### src/rtl/core/mqld_divider.sv
// Bit-serial restoring divider, one quotient bit per cycle.
// Stand-alone: no package, no submodules.
`timescale 1ns / 1ps

module mqld_divider (
  input  logic        clk,
  input  logic        rst,
  input  logic        start,
  input  logic [31:0] dividend,
  input  logic [29:0] divisor,
  output logic        done,
  output logic [31:0] quotient
);

  logic        busy;
  logic [4:0]  count;
  logic [29:0] rem;
  logic [31:0] quo;
  logic [29:0] dsr;
  logic [30:0] trial;
  logic        qbit;

  // shift in the next dividend bit and try the subtraction
  always_comb begin
    trial = {rem, quo[31]};
    qbit  = (trial >= {1'b0, dsr});
  end

  // step the division
  always_ff @(posedge clk) begin
    if (rst) begin
      busy  <= 1'b0;
      count <= 5'd0;
      done  <= 1'b0;
    end else begin
      done <= busy && (count == 5'd31);
      if (start) begin
        busy  <= 1'b1;
        count <= 5'd0;
      end else if (busy) begin
        count <= count + 5'd1;
        if (count == 5'd31) begin
          busy <= 1'b0;
        end
      end
    end
  end

  always_ff @(posedge clk) begin
    if (start) begin
      rem <= 30'd0;
      quo <= dividend;
      dsr <= divisor;
    end else if (busy) begin
      rem <= qbit ? 30'(trial - {1'b0, dsr}) : trial[29:0];
      quo <= {quo[30:0], qbit};
    end
  end

  assign quotient = quo;

endmodule

### config.mk
export PLATFORM = sky130hd
export DESIGN_NAME = mqld_divider
export DESIGN_NICKNAME = d
export VERILOG_FILES = /design/src/rtl/core/mqld_divider.sv
export SDC_FILE = /design/constraint.sdc
export NUM_CORES = 1
export LEC_CHECK = 0
export BUFFER_PORTS_ARGS = -buffer_cell sky130_fd_sc_hd__clkbuf_2
export CAP_MARGIN = 15
export CELL_PAD_IN_SITES_DETAIL_PLACEMENT = 1
export CELL_PAD_IN_SITES_GLOBAL_PLACEMENT = 1
export CORE_ASPECT_RATIO = 0.8
export CORE_UTILIZATION = 49
export CTS_BUF_LIST = sky130_fd_sc_hd__clkbuf_8
export CTS_CLUSTER_SIZE = 12
export DETAILED_ROUTE_END_ITERATION = 10
export GPL_TIMING_DRIVEN = 0
export PLACE_DENSITY_LB_ADDON = 0.2
export SKIP_CTS_REPAIR_TIMING = 1
export SLEW_MARGIN = 20
export SYNTH_ARGS = -nofsm -noshare
export SYNTH_HDL_FRONTEND = slang
export SYNTH_SLANG_ARGS = --single-unit
export TNS_END_PERCENT = 1
### constraint.sdc
create_clock -name clk -period 8.14 [get_ports clk]
set_input_delay 2.442 -clock clk [delete_from_list [all_inputs] [get_ports clk]]
set_output_delay 2.442 -clock clk [all_outputs]
set_load 0.05 [all_outputs]
==> run metrics <==
run status=complete, no violations; CP Cell Sequence=clkbuf_2 > clkbuf_1 > clkbuf_1 > mux2_2; Post-DP Area=around 6500 sq um; Net Sw Frac=0.354; Setup Skew=0.0180 ns; Overall Power=1.38 mW; period utilization=0.540; class of the most critical hold timing path=flip-flop to flip-flop; Port-buffer cells=97; highest clock rate=~230 MHz; placed cell count=802; Core Area=11500 sq um; Initial Util=0.503; first-pass GRT wire length=~25000 um; Fin Setup TNS=0 ns; DRC violations left=0; Overflow after GRT=0; Die Y=~99 um; Num CTS Buffers=9; worst path required time=between 8 and 9 ns; Die X=approximately 120 um; initial antenna violation count=0; Worst Path Max Fanout=33; 1st-pass router iterations=4; post-DP HPWL=about 12000 um; Pint=891 uW; NumNets Final=764; Arr. time, crit path=~4.5 ns; die area=about 12000 sq um; dpl ws=roughly 3.3 ns; Post-Synthesis Cells=around 560; final hold vios=0; Root Driver=clkbuf_8; PD cells=about 210 nW/um^2; Seq/Total Area, Yosys=0.450; prevailing post-synth register cell=edfxtp_1; Combinational Power Share=0.312; Hold WS=roughly 0.51 ns; crit end category=flip-flop; WS Path Type=primary input to flip-flop; Unique masters post-synth=71; Final Instance Area=6670 sq um; cell mode on critical path=clkbuf_1; area delta synth->final=15.2%; n_diodes=0; vias in the first global route=slightly below 5000; Synth Cell Area=5790 sq um; Final GP Congestion=0.895; routed length per instance=18.8 um; Slew Viols, Final=0; Async S/R FF share, synth=0; TritonCTS clock tree=done; crit path time final=between 4 and 5 ns; EDFF count, synth=between 60 and 70; non-filler instance count after layout=just over 800; Yosys reg bits=between 90 and 100; DR vias=4701; remaining antenna violation count=0; Final WS setup=3.74 ns; Worst-Skew Late Latency=about 0.38 ns; Setup Viol. Count Final=0; CP max stage cell=clkbuf_2; number of DRC markers in iteration 0=roughly 250; Psw=between 400 and 500 uW; IO Pins=between 90 and 100; Slew @ Worst Pin=approximately 0.9 ns; RSZ-0062 raised after global routing=false; clock power share=0.246; max cap viols=0; Max-slew headroom=0.384; htree depth=3; Core Rows=35; largest net degree at the start of global routing=34; final wirelength=~15000 um; clock buffer depth=2; Worst setup SP type=primary input; share of post-route cells with drive strength above 1=0.252; syn nets=656; clock tree sinks=around 100; Clock Pin Slew Worst Setup and Hold Paths=0.10 ns; YS warnings=0; Seq pwr share=0.442; vias per cell=around 5.7; Final Util=0.579; Worst VDD drop=0.126 mV; Overall Global Routing Usage=0.262; leakage=2.93 nW; synthesized area per cell=roughly 10 sq um; worst stage delay on the critical path=0.69 ns
-- path summary, 6_finish.rpt --
kind                           from                endpoint  slack, ns  depth (start not counted)
max                           start  quotient[30]$_DFFE_PP_       3.74                          4
min            rem[14]$_SDFFE_PP0P_    rem[15]$_SDFFE_PP0P_       0.51                          2
max reg2reg  quotient[31]$_DFFE_PP_    rem[28]$_SDFFE_PP0P_       4.49                         12
min reg2reg    rem[14]$_SDFFE_PP0P_    rem[15]$_SDFFE_PP0P_       0.51                          2
-- worst max-delay path, delay by kind of cell --
family	cells	cell delay, ns
buf+inv	3	1.67
mux	1	0.42
-- power groups by stage --
stage | clock, mW | sequential (mW) | combinational (mW)
3_3_place_gp | 0 | 0.618 | 0.409
6_report | 0.339 | 0.610 | 0.430
3_5_place_dp | 0 | 0.622 | 0.424
4_1_cts | 0.349 | 0.611 | 0.430
5_1_grt | 0.363 | 0.616 | 0.468
2_1_floorplan | 0 | 0.674 | 0.259
-- state kept, by name, summed over array words and instances, names as in the netlist --
signal / flops
dsr: 30
quotient: 32
done: 1
count: 5
busy: 1
rem: 30
-- cell families (layout without fill, tap and decap cells) --
kind of cell	after synthesis	count (layout)	share of synthesized area
AND/OR/NAND/NOR	138	138	0.117
AO/OA/AOI/OAI	133	133	0.164
flip-flops	99	99	0.450
buffers and inverters	72	185	0.0529
multiplexers	55	55	0.102
adder cells (fa/ha/maj)	34	34	0.0748
XOR/XNOR	26	26	0.0393
-- layout by cell type (no fill, tap or decap), drive strengths merged, types with 19 or more instances in the layout --
master	count
edfxtp	62
dfxtp	37
o21ai	20
ha	33
a211oi	25
a21oi	32
clkbuf	124
mux2i	22
xnor2	19
nand2	24
inv	46
nor2	43
mux2	33
-- area by class of cell --
class | count | area [sq um]
clock buffers | 9 | 124
fillers | 1317 | 4850
plain buffers | 29 | 145
clock inverters | 7 | 83.8
well taps | 148 | 185
multi-input cells | 386 | 2880
repair buffers | 97 | 485
flip-flops and latches | 99 | 2600
inverters | 43 | 161
-- per-layer routing --
layer / GRT usage / wire [um] / share of wire
met2: 0.456 / 7680 / 0.50
met1: 0.336 / 6970 / 0.45
met5: 0 / 0 / 0
met4: 0.0704 / 267 / 0.017
met3: 0.0384 / 457 / 0.030
-- synthesized netlist by cell type, types with 3 or more instances --
library cell / number / share of area
a311oi_1: 3 / 0.0045
o21bai_1: 3 / 0.0039
o311ai_0: 3 / 0.0045
nand2_1: 24 / 0.016
nor2_1: 43 / 0.028
nor3_1: 17 / 0.015
a211oi_1: 24 / 0.031
inv_1: 42 / 0.027
and3_1: 5 / 0.0054
o21a_1: 6 / 0.0078
a21o_1: 13 / 0.017
mux2i_1: 22 / 0.038
buf_6: 3 / 0.0058
nand2b_1: 5 / 0.0054
a21oi_1: 31 / 0.027
nand3_1: 13 / 0.011
xor2_1: 7 / 0.011
xnor2_1: 19 / 0.029
nand4_1: 10 / 0.011
o21ai_0: 17 / 0.015
nand3b_1: 3 / 0.0039
nor2b_1: 4 / 0.0043
mux2_2: 33 / 0.064
ha_1: 33 / 0.071
dfxtp_1: 37 / 0.13
a31oi_1: 5 / 0.0054
buf_2: 6 / 0.0052
edfxtp_1: 62 / 0.32
clkbuf_1: 16 / 0.010
(Power assumes the default switching activity.)
